**src/design/sbpp_pkg.sv**
```systemverilog
// Shared types, constants and the key order table of the six-button pad poller.
// Used by sbpp_frame, sbpp_emit and six_button_pad_poller; depends on nothing.
`default_nettype none

package sbpp_pkg;

  // Field widths.
  localparam int PHASE_W   = 3;
  localparam int PIN_W     = 6;
  localparam int KEY_W     = 4;
  localparam int NUM_KEYS  = 12;
  localparam int DELAY_W   = 8;
  localparam int CFG_IDX_W = 2;

  // Number of poll phases in a frame.
  localparam int PHASES_DEF = 8;

  // Phases whose samples take part in frame processing.
  localparam int PH_LINK  = 0;
  localparam int PH_ROW_A = 2;
  localparam int PH_ROW_B = 3;
  localparam int PH_ROW_C = 6;
  localparam int PH_TYPE  = 7;

  // Reset value of the connect delay register.
  localparam logic [DELAY_W-1:0] CONNECT_DELAY_RST = 8'd8;

  // Configuration register indexes.
  localparam logic [CFG_IDX_W-1:0] CFG_INV_PINS      = 2'd0;
  localparam logic [CFG_IDX_W-1:0] CFG_INVERT_SELECT = 2'd1;
  localparam logic [CFG_IDX_W-1:0] CFG_CONNECT_DELAY = 2'd2;

  // Key codes.
  localparam logic [KEY_W-1:0] KEY_DPAD_UP    = 4'd0;
  localparam logic [KEY_W-1:0] KEY_DPAD_DOWN  = 4'd1;
  localparam logic [KEY_W-1:0] KEY_DPAD_LEFT  = 4'd2;
  localparam logic [KEY_W-1:0] KEY_DPAD_RIGHT = 4'd3;
  localparam logic [KEY_W-1:0] KEY_A          = 4'd4;
  localparam logic [KEY_W-1:0] KEY_B          = 4'd5;
  localparam logic [KEY_W-1:0] KEY_C          = 4'd6;
  localparam logic [KEY_W-1:0] KEY_BTN_START  = 4'd7;
  localparam logic [KEY_W-1:0] KEY_X          = 4'd8;
  localparam logic [KEY_W-1:0] KEY_Y          = 4'd9;
  localparam logic [KEY_W-1:0] KEY_Z          = 4'd10;
  localparam logic [KEY_W-1:0] KEY_BTN_MODE   = 4'd11;

  // Link state of the pad.
  typedef enum logic [1:0] {
    LINK_DISC       = 2'd0,
    LINK_CONNECTING = 2'd1,
    LINK_INIT       = 2'd2,
    LINK_CONNECTED  = 2'd3
  } link_mode_t;

  // Kind of a result.
  typedef enum logic [1:0] {
    EV_NONE         = 2'd0,
    EV_CONNECTED    = 2'd1,
    EV_DISCONNECTED = 2'd2,
    EV_KEY          = 2'd3
  } event_t;

  // Configuration registers.
  typedef struct packed {
    logic                inv_pins;
    logic                invert_select;
    logic [DELAY_W-1:0]  connect_delay;
  } cfg_t;

  // Pad state kept between frames.
  typedef struct packed {
    link_mode_t          mode;
    logic [DELAY_W-1:0]  cnt;
    logic                six;
    logic                sensed;
    logic [NUM_KEYS-1:0] keys;
  } pad_state_t;

  // Everything needed to emit the results of one transfer.
  // The change mask is held in emission order, slot 0 first.
  typedef struct packed {
    logic                sel;
    event_t              link_ev;
    logic [NUM_KEYS-1:0] mask;
    logic [NUM_KEYS-1:0] keys;
  } plan_t;

  // Key reported in each emission slot.
  function automatic logic [KEY_W-1:0] slot_key(input logic [KEY_W-1:0] slot);
    logic [KEY_W-1:0] k;
    case (slot)
      4'd0:    k = KEY_A;
      4'd1:    k = KEY_BTN_START;
      4'd2:    k = KEY_DPAD_UP;
      4'd3:    k = KEY_DPAD_DOWN;
      4'd4:    k = KEY_DPAD_LEFT;
      4'd5:    k = KEY_DPAD_RIGHT;
      4'd6:    k = KEY_B;
      4'd7:    k = KEY_C;
      4'd8:    k = KEY_Z;
      4'd9:    k = KEY_Y;
      4'd10:   k = KEY_X;
      4'd11:   k = KEY_BTN_MODE;
      default: k = KEY_DPAD_UP;
    endcase
    return k;
  endfunction

endpackage

`default_nettype wire

```
**src/design/sbpp_frame.sv**
```systemverilog
// Frame processing of the pad poller: link sensing, connect wait, pad type and key changes.
// Purely combinational; depends on sbpp_pkg.
`default_nettype none

module sbpp_frame (
  input  wire  sbpp_pkg::cfg_t                  cfg,
  input  wire  sbpp_pkg::pad_state_t            cur,
  input  wire                                   process,
  input  wire  logic [sbpp_pkg::PHASE_W-1:0]    phase,
  input  wire  logic [sbpp_pkg::PIN_W-1:0]      s_link,
  input  wire  logic [sbpp_pkg::PIN_W-1:0]      s_row_a,
  input  wire  logic [sbpp_pkg::PIN_W-1:0]      s_row_b,
  input  wire  logic [sbpp_pkg::PIN_W-1:0]      s_row_c,
  input  wire  logic [sbpp_pkg::PIN_W-1:0]      s_type,
  output sbpp_pkg::pad_state_t                  nxt,
  output sbpp_pkg::plan_t                       plan
);

  logic [sbpp_pkg::PIN_W-1:0]    idle_level;
  logic                          sensed;
  logic [sbpp_pkg::DELAY_W-1:0]  cnt_inc;
  logic [sbpp_pkg::NUM_KEYS-1:0] pressed_now;
  logic [sbpp_pkg::NUM_KEYS-1:0] key_enable;
  logic [sbpp_pkg::NUM_KEYS-1:0] changed;
  logic                          sel;
  sbpp_pkg::event_t              link_ev;

  // Idle pin level depends on the input polarity.
  assign idle_level = cfg.inv_pins ? '1 : '0;
  assign sensed     = (s_link != idle_level);
  assign cnt_inc    = cur.cnt + 8'd1;

  // A key reads pressed when its pin is low.
  always_comb begin
    pressed_now                           = '0;
    pressed_now[sbpp_pkg::KEY_DPAD_UP]    = ~s_row_a[0];
    pressed_now[sbpp_pkg::KEY_DPAD_DOWN]  = ~s_row_a[1];
    pressed_now[sbpp_pkg::KEY_DPAD_LEFT]  = ~s_row_a[2];
    pressed_now[sbpp_pkg::KEY_DPAD_RIGHT] = ~s_row_a[3];
    pressed_now[sbpp_pkg::KEY_B]          = ~s_row_a[4];
    pressed_now[sbpp_pkg::KEY_C]          = ~s_row_a[5];
    pressed_now[sbpp_pkg::KEY_A]          = ~s_row_b[4];
    pressed_now[sbpp_pkg::KEY_BTN_START]  = ~s_row_b[5];
    pressed_now[sbpp_pkg::KEY_Z]          = ~s_row_c[0];
    pressed_now[sbpp_pkg::KEY_Y]          = ~s_row_c[1];
    pressed_now[sbpp_pkg::KEY_X]          = ~s_row_c[2];
    pressed_now[sbpp_pkg::KEY_BTN_MODE]   = ~s_row_c[3];
  end

  // The extra row only counts on a six-button pad.
  assign key_enable = cur.six ? '1 : 12'h0FF;

  // Next pad state at the last phase of a frame.
  always_comb begin
    nxt     = cur;
    changed = '0;
    link_ev = sbpp_pkg::EV_NONE;
    if (process) begin
      // Link change clears keys, pad type and the connect counter.
      if (sensed != cur.sensed) begin
        link_ev  = sensed ? sbpp_pkg::EV_CONNECTED : sbpp_pkg::EV_DISCONNECTED;
        nxt.mode = sensed ? sbpp_pkg::LINK_CONNECTING : sbpp_pkg::LINK_DISC;
        nxt.keys = '0;
        nxt.six  = 1'b0;
        nxt.cnt  = '0;
      end
      nxt.sensed = sensed;
      case (nxt.mode)
        sbpp_pkg::LINK_CONNECTING: begin
          if (cnt_inc >= cfg.connect_delay) begin
            nxt.cnt  = '0;
            nxt.mode = sbpp_pkg::LINK_INIT;
          end else begin
            nxt.cnt = cnt_inc;
          end
        end
        sbpp_pkg::LINK_INIT: begin
          nxt.six  = s_type[3] ^ cfg.inv_pins;
          nxt.mode = sbpp_pkg::LINK_CONNECTED;
        end
        sbpp_pkg::LINK_CONNECTED: begin
          changed  = (pressed_now ^ cur.keys) & key_enable;
          nxt.keys = cur.keys ^ changed;
        end
        default: begin
        end
      endcase
    end
  end

  // Select follows the phase parity once the pad is being read.
  always_comb begin
    if (cur.mode == sbpp_pkg::LINK_INIT || cur.mode == sbpp_pkg::LINK_CONNECTED) begin
      sel = phase[0];
    end else begin
      sel = 1'b1;
    end
  end

  // Reorder the change mask into emission order.
  always_comb begin
    plan.sel     = sel ^ cfg.invert_select;
    plan.link_ev = link_ev;
    plan.keys    = nxt.keys;
    for (int s = 0; s < sbpp_pkg::NUM_KEYS; s++) begin
      plan.mask[s] = changed[sbpp_pkg::slot_key(sbpp_pkg::KEY_W'(s))];
    end
  end

endmodule

`default_nettype wire

```
**src/design/sbpp_emit.sv**
```systemverilog
// Result register of the pad poller: holds one transfer's plan and emits its results in order.
// Depends on sbpp_pkg.
`default_nettype none

module sbpp_emit (
  input  wire                                 clk,
  input  wire                                 rst_n,
  input  wire                                 load,
  input  wire  sbpp_pkg::plan_t               plan_in,
  output logic                                ready,
  output logic                                out_tvalid,
  input  wire                                 out_tready,
  output logic [7:0]                          out_tdata,
  output logic [1:0]                          out_tuser,
  output logic                                out_tlast
);

  logic                            valid_r;
  sbpp_pkg::plan_t                 plan_r;
  logic [sbpp_pkg::NUM_KEYS-1:0]   low_bit;
  logic [sbpp_pkg::NUM_KEYS-1:0]   rest;
  logic [sbpp_pkg::KEY_W-1:0]      slot;
  logic [sbpp_pkg::KEY_W-1:0]      key;
  logic                            pressed;
  logic                            is_last;
  sbpp_pkg::event_t                ev;

  // Lowest pending slot and what remains after it.
  assign low_bit = plan_r.mask & (~plan_r.mask + 12'd1);
  assign rest    = plan_r.mask & (plan_r.mask - 12'd1);

  always_comb begin
    slot = '0;
    for (int i = 0; i < sbpp_pkg::NUM_KEYS; i++) begin
      slot = slot | (low_bit[i] ? sbpp_pkg::KEY_W'(i) : '0);
    end
  end

  // Fields of the result on offer.
  always_comb begin
    key     = '0;
    pressed = 1'b0;
    if (plan_r.link_ev != sbpp_pkg::EV_NONE) begin
      ev      = plan_r.link_ev;
      is_last = 1'b1;
    end else if (plan_r.mask == '0) begin
      ev      = sbpp_pkg::EV_NONE;
      is_last = 1'b1;
    end else begin
      ev      = sbpp_pkg::EV_KEY;
      key     = sbpp_pkg::slot_key(slot);
      pressed = plan_r.keys[key];
      is_last = (rest == '0);
    end
  end

  assign out_tvalid = valid_r;
  assign out_tdata  = {2'b00, pressed, key, plan_r.sel};
  assign out_tuser  = ev;
  assign out_tlast  = is_last;

  // A new plan may enter as the last result of the current one leaves.
  assign ready = !valid_r || (out_tready && is_last);

  always_ff @(posedge clk) begin
    if (!rst_n) begin
      valid_r <= 1'b0;
    end else if (load) begin
      valid_r <= 1'b1;
    end else if (valid_r && out_tready && is_last) begin
      valid_r <= 1'b0;
    end
  end

  // Plan payload; pending slots drop one per transfer.
  always_ff @(posedge clk) begin
    if (load) begin
      plan_r <= plan_in;
    end else if (valid_r && out_tready) begin
      plan_r.mask <= rest;
    end
  end

endmodule

`default_nettype wire

```
**src/design/six_button_pad_poller.sv**
```systemverilog
// Six-button pad poller top level: configuration, pad state, phase sample store.
// Depends on sbpp_pkg, sbpp_frame and sbpp_emit.
//
//  channel  direction  ports                                   contents
//  in       slave      in_tvalid/tready/tdata                  phase, pins
//  out      master     out_tvalid/tready/tdata/tuser/tlast     select, event, key, pressed
//  cfg      slave      cfg_valid/ready/index/data              register writes
//
// An input transfer is processed in the cycle it is taken and its results sit in the
// result register from the next cycle. An item with several results holds off the next
// input until its last result is taken; otherwise one item per cycle while out_tready is high.
// The single result register is freed by the transfer of the last result of an item.
// Reset is synchronous and clears the pad state and configuration at once; the sample
// store is not cleared. Configuration writes are taken in every cycle.
`default_nettype none

module six_button_pad_poller (
  input  wire                                 clk,
  input  wire                                 rst_n,
  // in_tdata: [2:0] phase, [8:3] pins
  input  wire                                 in_tvalid,
  output logic                                in_tready,
  input  wire  logic [15:0]                   in_tdata,
  // out_tdata: [0] select_level, [4:1] key, [5] key_pressed
  // out_tuser: [1:0] event_res
  output logic                                out_tvalid,
  input  wire                                 out_tready,
  output logic [7:0]                          out_tdata,
  output logic [1:0]                          out_tuser,
  output logic                                out_tlast,
  input  wire                                 cfg_valid,
  output logic                                cfg_ready,
  input  wire  logic [sbpp_pkg::CFG_IDX_W-1:0] cfg_index,
  input  wire  logic [7:0]                    cfg_data
);

  localparam int PHASES  = sbpp_pkg::PHASES_DEF;
  localparam int SAMP_AW = $clog2(PHASES);

  logic [sbpp_pkg::PHASE_W-1:0] in_phase;
  logic [sbpp_pkg::PIN_W-1:0]   in_pins;
  logic                         in_xfer;
  logic                         process;
  logic [sbpp_pkg::PIN_W-1:0]   s_type;

  sbpp_pkg::cfg_t               cfg_r;
  sbpp_pkg::pad_state_t         state_r;
  sbpp_pkg::pad_state_t         state_nxt;
  sbpp_pkg::plan_t              plan;

  logic [sbpp_pkg::PIN_W-1:0]   samples_r [PHASES];

  assign in_phase = in_tdata[2:0];
  assign in_pins  = in_tdata[8:3];
  assign in_xfer  = in_tvalid && in_tready;
  assign process  = (int'(in_phase) == PHASES - 1);

  // Configuration registers.
  assign cfg_ready = 1'b1;

  always_ff @(posedge clk) begin
    if (!rst_n) begin
      cfg_r.inv_pins      <= 1'b0;
      cfg_r.invert_select <= 1'b0;
      cfg_r.connect_delay <= sbpp_pkg::CONNECT_DELAY_RST;
    end else if (cfg_valid) begin
      case (cfg_index)
        sbpp_pkg::CFG_INV_PINS:      cfg_r.inv_pins      <= cfg_data[0];
        sbpp_pkg::CFG_INVERT_SELECT: cfg_r.invert_select <= cfg_data[0];
        sbpp_pkg::CFG_CONNECT_DELAY: cfg_r.connect_delay <= cfg_data;
        default: begin
        end
      endcase
    end
  end

  // Phase sample store.
  always_ff @(posedge clk) begin
    if (in_xfer && int'(in_phase) < PHASES) begin
      samples_r[SAMP_AW'(in_phase)] <= in_pins;
    end
  end

  // The type phase sample is the incoming one when it is the current phase.
  assign s_type = (int'(in_phase) == sbpp_pkg::PH_TYPE) ? in_pins
                : samples_r[SAMP_AW'(sbpp_pkg::PH_TYPE)];

  sbpp_frame u_frame (
    .cfg     (cfg_r),
    .cur     (state_r),
    .process (process),
    .phase   (in_phase),
    .s_link  (samples_r[SAMP_AW'(sbpp_pkg::PH_LINK)]),
    .s_row_a (samples_r[SAMP_AW'(sbpp_pkg::PH_ROW_A)]),
    .s_row_b (samples_r[SAMP_AW'(sbpp_pkg::PH_ROW_B)]),
    .s_row_c (samples_r[SAMP_AW'(sbpp_pkg::PH_ROW_C)]),
    .s_type  (s_type),
    .nxt     (state_nxt),
    .plan    (plan)
  );

  // Pad state advances on every input transfer.
  always_ff @(posedge clk) begin
    if (!rst_n) begin
      state_r.mode   <= sbpp_pkg::LINK_DISC;
      state_r.cnt    <= '0;
      state_r.six    <= 1'b0;
      state_r.sensed <= 1'b0;
      state_r.keys   <= '0;
    end else if (in_xfer) begin
      state_r <= state_nxt;
    end
  end

  sbpp_emit u_emit (
    .clk        (clk),
    .rst_n      (rst_n),
    .load       (in_xfer),
    .plan_in    (plan),
    .ready      (in_tready),
    .out_tvalid (out_tvalid),
    .out_tready (out_tready),
    .out_tdata  (out_tdata),
    .out_tuser  (out_tuser),
    .out_tlast  (out_tlast)
  );

`ifndef SYNTH
  // Link events always stand alone.
  a_link_ev_last: assert property (@(posedge clk) disable iff (!rst_n)
    out_tvalid && (out_tuser == sbpp_pkg::EV_CONNECTED ||
                   out_tuser == sbpp_pkg::EV_DISCONNECTED) |-> out_tlast)
    else $error("link event not marked last");

  // Key events carry a real key code.
  a_key_code: assert property (@(posedge clk) disable iff (!rst_n)
    out_tvalid && out_tuser == sbpp_pkg::EV_KEY |-> out_tdata[4:1] <= sbpp_pkg::KEY_BTN_MODE)
    else $error("key event with bad key code");

  // An empty result register never blocks input.
  a_ready_idle: assert property (@(posedge clk) disable iff (!rst_n)
    !out_tvalid |-> in_tready)
    else $error("input stalled with empty result register");

  // No key is held while the pad is disconnected.
  a_disc_keys: assert property (@(posedge clk) disable iff (!rst_n)
    state_r.mode == sbpp_pkg::LINK_DISC |-> state_r.keys == '0)
    else $error("keys held while disconnected");
`endif

endmodule

`default_nettype wire

```
**config.mk**
```make
export PLATFORM = sky130hd
export DESIGN_NAME = six_button_pad_poller
export DESIGN_NICKNAME = d
export VERILOG_FILES = /design/src/design/sbpp_pkg.sv /design/src/design/sbpp_frame.sv /design/src/design/sbpp_emit.sv /design/src/design/six_button_pad_poller.sv
export SDC_FILE = /design/constraint.sdc
export NUM_CORES = 1
export LEC_CHECK = 0
export BUFFER_PORTS_ARGS = -buffer_cell sky130_fd_sc_hd__buf_2
export CAP_MARGIN = 40
export CELL_PAD_IN_SITES_DETAIL_PLACEMENT = 0
export CELL_PAD_IN_SITES_GLOBAL_PLACEMENT = 1
export CORE_UTILIZATION = 46
export CTS_CLUSTER_SIZE = 16
export DETAILED_ROUTE_END_ITERATION = 7
export PLACE_DENSITY = 0.76
export SYNTH_ARGS = -nofsm -noshare
export SYNTH_HDL_FRONTEND = slang
export SYNTH_SLANG_ARGS = --single-unit
```
**constraint.sdc**
```tcl
create_clock -name clk -period 4.8 [get_ports clk]
set_clock_uncertainty 0.2 [all_clocks]
set_input_delay 0.48 -clock clk [delete_from_list [all_inputs] [get_ports clk]]
set_output_delay 0.48 -clock clk [all_outputs]
set_load 0.03 [all_outputs]
```
* After elaboration in Yosys (flattened, before gate mapping) *
Memory sizes are Yosys's and may differ from the RTL's.
Index checks and enable logic that the tools add are counted.

word-level totals
  flip-flop bits (word level) = 62
  bits in latches = 0
  bits in writable memories = 48
  bits in read-only memories = 64
  input bits = 31
  word-level logic and storage cells = 129
  memories = 2

memories
  name             words  bits a word  rd ports  clocked after memory_dff  write ports  line                         text
  (no name shown)  16     4            1         0                         0            sbpp_pkg.sv:91               case (slot)
  samples_r        8      6            5         0                         1            six_button_pad_poller.sv:51  logic [sbpp_pkg::PIN_W-1:0] samples_r [PHASES];

operators by class
  add/subtract/negate cells = 3
  $mul = 0
  div/mod/pow operators = 0
  $lt $le $gt $ge = 2
  equal/unequal tests = 12
  shift operators = 0
  muxes and demuxes = 47
  bitwise logic cells = 30
  reduce and logical (&&, ||, !) cells = 20

operators by type and width
  kind                     number
  $mux W12                 8
  $or A4 B4 Y4             10
  $and A12 B12 Y12         3
  $mux W4                  9
  $logic_not A12 Y1        2
  $xor A12 B12 Y12         2
  $mux W11                 2
  $mux W8                  2
  $mux W1                  13
  $add A12 B1 Y12 const B  1
  $mux W2                  6
  $mux W3                  4
  $not A1 Y1               12
  $not A12 Y12             1
  $sub A12 B1 Y12 const B  1
  $eq A2 B2 Y1 const B     5
  $reduce_and A2 Y1        5
  $add A8 B1 Y8 const B    1
  $ge A8 B8 Y1             1
  $mux W6                  1
  $ne A3 B1 Y1 const B     2
  $ne A6 B6 Y1             1
  $reduce_and A3 Y1        2
  $reduce_bool A2 Y1       3
  11 further kinds         17

* Longest topological paths before layout *
An unclocked memory read counts as a cell.

  depth in word-level cells = 21
  mapped depth = 15
  gate-level depth less buffers = 13

* Cells and area by module *
From an unflattened synthesis, not the netlist that was laid out.

unflattened totals
  cell total of the unflattened synthesis = 543
  area total of the unflattened synthesis = 5365.1 um2

modules (own cells, without submodules)
  module                 times used  cells an instance  area each (um2)  seq. area each (um2)
  six_button_pad_poller  1           205                2531.2           1581.5
  sbpp_emit              1           171                1725.4           830.8
  sbpp_frame             1           167                1108.6           0.0

* Worst setup path after synthesis *
OpenSTA, ideal clock, no wires.

  path kind = flip-flop to flip-flop
  start point = reg u_emit.plan_r[13] (netlist bit)
  end point = mem samples_r[2][0] (netlist bit), enable pin
  setup time = 0.377 ns
  data arrival time = 3.308 ns
  slack = 0.915 ns
  stages on the path, launching flop included = 10
  cell sequence = edfxtp_1 or4_1 buf_6 o41ai_4 o211ai_1 o41ai_2 nand2_2 inv_2 nand2_1 nor3_1

on the way
  word-level cells in the longest chain between the ends = 10
  elaborated cells between the ends (all ways) = 11
  those cells by class = 1 x add/sub; 4 x mux; 1 x bitwise; 5 x reduce/logical

RTL lines
  item                             line                         text
  start: declaration               sbpp_emit.sv:19              sbpp_pkg::plan_t plan_r;
  start signal: assignment         sbpp_emit.sv:78              plan_r <= plan_in;
  $sub A12 B1 Y12                  sbpp_emit.sv:30              assign rest = plan_r.mask & (plan_r.mask - 12'd1);
  $and A12 B12 Y12                 sbpp_emit.sv:30
  $logic_not A12 Y1                sbpp_emit.sv:53              is_last = (rest == '0);
  $mux W1 *                        sbpp_emit.sv:46              end else if (plan_r.mask == '0) begin
  $mux W1 *                        sbpp_emit.sv:43              if (plan_r.link_ev != sbpp_pkg::EV_NONE) begin
  $logic_and A1 B1 Y1 *            sbpp_emit.sv:63              assign ready = !valid_r || (out_tready && is_last);
  $logic_or A1 B1 Y1 *             sbpp_emit.sv:63
  via in_tready                    six_button_pad_poller.sv:22  output logic in_tready,
  $logic_and A1 B1 Y1 *            six_button_pad_poller.sv:55  assign in_xfer = in_tvalid && in_tready;
  $mux W1 *                        six_button_pad_poller.sv:79  if (in_xfer && int'(in_phase) < PHASES) begin
  $mux W1 (implied by the code) *  six_button_pad_poller.sv:80  samples_r[SAMP_AW'(in_phase)] <= in_pins;
  end: declaration                 six_button_pad_poller.sv:51

The timed path passes the listed nets; every way through them passes the cells marked *.

* Final worst setup path *
  start point = reg u_emit.plan_r[16] (netlist bit)
  end point = out out_tdata[5]

on the way
  word-level cells in the longest chain between the ends = 19
  elaborated cells between the ends (all ways) = 27
  those cells by class = 1 x add/sub; 14 x mux; 10 x bitwise; 1 x reduce/logical; 1 x memory

RTL lines
  item                           line                         text
  $not A12 Y12                   sbpp_emit.sv:29              assign low_bit = plan_r.mask & (~plan_r.mask + 12'd1);
  $add A12 B1 Y12                sbpp_emit.sv:29
  $and A12 B12 Y12               sbpp_emit.sv:29
  $mux W3                        sbpp_emit.sv:35              slot = slot | (low_bit[i] ? sbpp_pkg::KEY_W'(i) : '0);
  $or A4 B4 Y4 (8 in a row)      sbpp_emit.sv:35
  $mem_v2 Z16 W4                 -
  $mux W4                        sbpp_emit.sv:46
  $mux W4                        sbpp_emit.sv:43
  $bmux W1 S4                    sbpp_emit.sv:52              pressed = plan_r.keys[key];
  $mux W1 (implied by the code)  sbpp_emit.sv:52
  $mux W1 *                      sbpp_emit.sv:46
  $mux W1 *                      sbpp_emit.sv:43
  end: declaration               six_button_pad_poller.sv:28  output logic [7:0] out_tdata,

Every way passes the cells marked *; elsewhere a longest branch is shown, timed or not. The select of a mux whose other input is x is not followed.

==> flow_metrics.py <==
metrics = {
    "clocking": {
        "holdBufCountCts": 0,
        "cts-htree-levels": 3,
        "cts_setup_buffers": 0,
        "post_cts_resized": 0,
        "insertion_delay_ps": 340,
        "cts_root_buffer": "clkbuf_8",
        "cts_buffer_depth": 2,
        "cts-buffers-inserted": 9,
        "cts_tree": "done",
        "clkTransAtPathRegs_ps": 80,
        "clkSinkCount": 80,
    },
    "logic_synthesis": {
        "synthDominantCellAreaShare_pct": 30.3,
        "synth_cells": 447,
        "synth_compound_area_share_pct": 18.7,
        "ys_async_sr_fraction_pct": 0,
        "avgSynthCellArea_sq_um": 9.97,
        "synth.area.top_cells": "edfxtp_1 30%, dfxtp_1 16%, ha_1 3.9%",
        "ys_types": 63,
        "synthSimpleGateAreaFrac_pct": 16.9,
        "syn_area_sq_um": 4460,
        "synth_xor_xnor_area_share_pct": 4.32,
        "synthFlopType": "edfxtp_1",
        "synth-edff-count": 45,
        "yosysTopAreaCell": "edfxtp_1",
        "yosysSeqAreaShare_pct": 46.1,
        "synth_commonest_cells": "45 x edfxtp_1, 44 x nand2_1, 35 x dfxtp_1",
        "ys_seq_elements": 80,
        "yosys-mux-area-fraction_pct": 2.95,
        "yosysWarnings": 0,
        "synth.most_common_cell": "edfxtp_1",
        "synth_top_family_by_area": "compound AO/OA/AOI/OAI gates",
        "synth-adder-area-share_pct": 4.41,
    },
    "route": {
        "num_vias": 3354,
        "detail_route.wl_per_cell_microns": 15.4,
        "drc": 0,
        "ant_nets": 0,
        "finalWirelength_mm": 9.32,
        "via_per_inst": 5.53,
        "drt_iter0_drc": 267,
        "firstDrtPassIters": 4,
    },
    "floorplanning": {
        "die_h_microns": 100,
        "die_x_microns": 100,
        "coreArea_sq_um": 9330,
        "io-pin-count": 45,
        "dieArea_sq_um": 10100,
        "rows": 35,
        "initial_utilization_pct": 47.8,
    },
    "global_route": {
        "grt_pass1_wl_mm": 15.2,
        "grt_usage_pct": 19.8,
        "use_met3_pct": 3.13,
        "antenna_found_initial": 0,
        "grt_max_degree": 47,
        "grt-ovfl-total": 0,
        "top_usage_layer": "met1",
        "use_met1_pct": 30.3,
        "first_global_vias": 2971,
        "use_met2_pct": 27.7,
    },
    "outcome": {
        "status": "completed",
    },
    "sta": {
        "fin_crit_ps": 4500,
        "final_max_slew_viol_count": 0,
        "slew_headroom_pct": 45.6,
        "tightest_slew_ps": 815,
        "whs_ps": 148,
        "tns_ps": 0,
        "rsz0062_at_grt": "no",
        "finalCritPeriodShare_pct": 93.8,
        "setup_viol": 0,
        "hold_violations": 0,
        "clock.fmax_mhz": 222,
    },
    "critical_path": {
        "reg2reg_slack_ps": 890,
        "worst_setup_path_start_kind": "register",
        "end_kind": "output port",
        "r2r_start": "u_emit.plan_r[13]",
        "crit_chain": "or4_1, nor2_1, a211oi_1, a2bb2oi_1, o21a_1, ha_1, and3_1, nor2_1, mux2i_1, a211o_1, a211oi_1, buf_2",
        "max_stage_delay_ps": 750,
        "critPathCapture": "out_tdata[5]",
        "r2r_end": "samples_r[0][4]",
        "cp-startpoint": "u_emit.plan_r[16]",
        "slowest_stage": "or4_1",
        "critPathRequiredTime_ps": 4120,
        "r2r_cells": 7,
        "critPathMaxFanout": 8,
        "path_class": "reg -> out",
        "arrival_ps": 3820,
    },
    "pwr": {
        "peakVddDrop_mv": 0.195,
        "fin_total_pwr_w": 0.00145,
        "power.density_nw_per_um2": 301,
        "p_leak_nw": 2.00,
    },
    "final_layout": {
        "layout-drive-gt1-share_pct": 15.3,
        "area_growth_pct": 8.14,
        "design_area_sq_um": 4820,
        "fin_nets": 518,
        "antenna_cells": 0,
    },
    "placement": {
        "place.gp.congestion": 0.845,
        "placed_cell_area_sq_um": 4650,
        "hpwlAfterDp_mm": 6.82,
        "numPortBuffers": 34,
    },
    "flow_run": {
        "maxCapViolCount": 0,
    },
    "min_path": {
        "hold_class": "in -> reg",
        "whs_path_depth": 1,
    },
}
[state kept, by name, indices dropped and copies added (netlist names)]
| signal | flops |
|---|---|
| u_emit.plan_r | 26 |
| state_r | 24 |
| samples_r | 18 |
| cfg_r | 10 |
| u_emit.out_tdata | 1 |
| u_emit.out_tvalid | 1 |
[logic make-up (layout without fill, tap and decap cells)]
group | count (synthesis) | after routing
adders and majority gates | 16 | 16
xor gates and xnor gates | 22 | 22
and+or+nand+nor | 148 | 148
AOI/OAI and AO/OA | 111 | 111
muxes | 13 | 13
buffers and inverters | 55 | 85
DFF | 80 | 80
other | 2 | 3
[where the power goes]
part | internal (W) | switching [W] | total (W)
clock | 0.000185 | 0.000238 | 0.000423
sequential | 0.000763 | 0.0000344 | 0.000797
combinational | 0.0000872 | 0.000142 | 0.000230
[final cells by class]
cell class | count | area [sq um]
clock inverters | 6 | 37.5
flip-flops and latches | 80 | 2050
fillers | 865 | 4510
well taps | 129 | 161
repair buffers | 39 | 208
clock buffers | 10 | 128
inverters | 30 | 113
multi-input cells | 313 | 2120
[per-stage QoR]
step / util, % / worst slack (ps) / std cells
6_report: 51.7 / 295 / 607
5_1_grt: 51.7 / 82.4 / 607
4_1_cts: 51.7 / 280 / 607
3_5_place_dp: 49.9 / 659 / 591
3_3_place_gp: 49.9 / 666 / 591
2_1_floorplan: - / 915 / 448
[cells in the final DEF, fill, tap and decap left out, types with 4 or more instances in the layout]
master,Yosys,final
clkbuf_8,0,9
buf_4,6,5
nor2b_1,10,10
o22ai_1,10,10
o211ai_1,6,6
o21ai_0,25,25
a31oi_1,8,8
xnor2_1,10,10
nor3b_1,8,8
and3_1,4,4
nand2b_1,4,4
nor2_1,30,30
nand4_1,4,4
edfxtp_1,45,45
ha_1,14,14
o31ai_1,6,6
mux2i_1,12,12
nor3_1,9,9
nand2_1,44,44
xor2_1,12,12
dfxtp_1,35,35
a211oi_1,6,6
nand3_1,17,17
inv_1,28,28
buf_2,1,34
a21oi_1,12,12
o211a_1,10,10
[routing by layer]
layer / share of wire (%) / routed length (microns) / up-vias
met4: 1.7 / 156 / 0
met2: 42 / 3910 / 85
met3: 5.3 / 495 / 14
met5: 0 / 0 / -
li1: - / - / 1688
met1: 51 / 4770 / 1567
[how the worst min path moves through the flow]
stage	start	endpoint	slack (ps)
2_1_floorplan	state_r[21]	state_r[21]	250
3_3_place_gp	state_r[21]	state_r[21]	260
3_5_place_dp	state_r[15]	state_r[15]	270
4_1_cts	in_tdata[8]	samples_r[2][5]	130
5_1_grt	in_tdata[8]	samples_r[3][5]	130
6_report	in_tdata[8]	samples_r[0][5]	150
[critical path: cells and delay by family (launching register included)]
family,cells,cell delay [ps]
simple gates,4,1290
compound gates,5,930
flops,1,520
fa+ha+maj,1,400
buf+inv,1,250
mux,1,100
No activity file was read; power rests on OpenSTA's default activity.
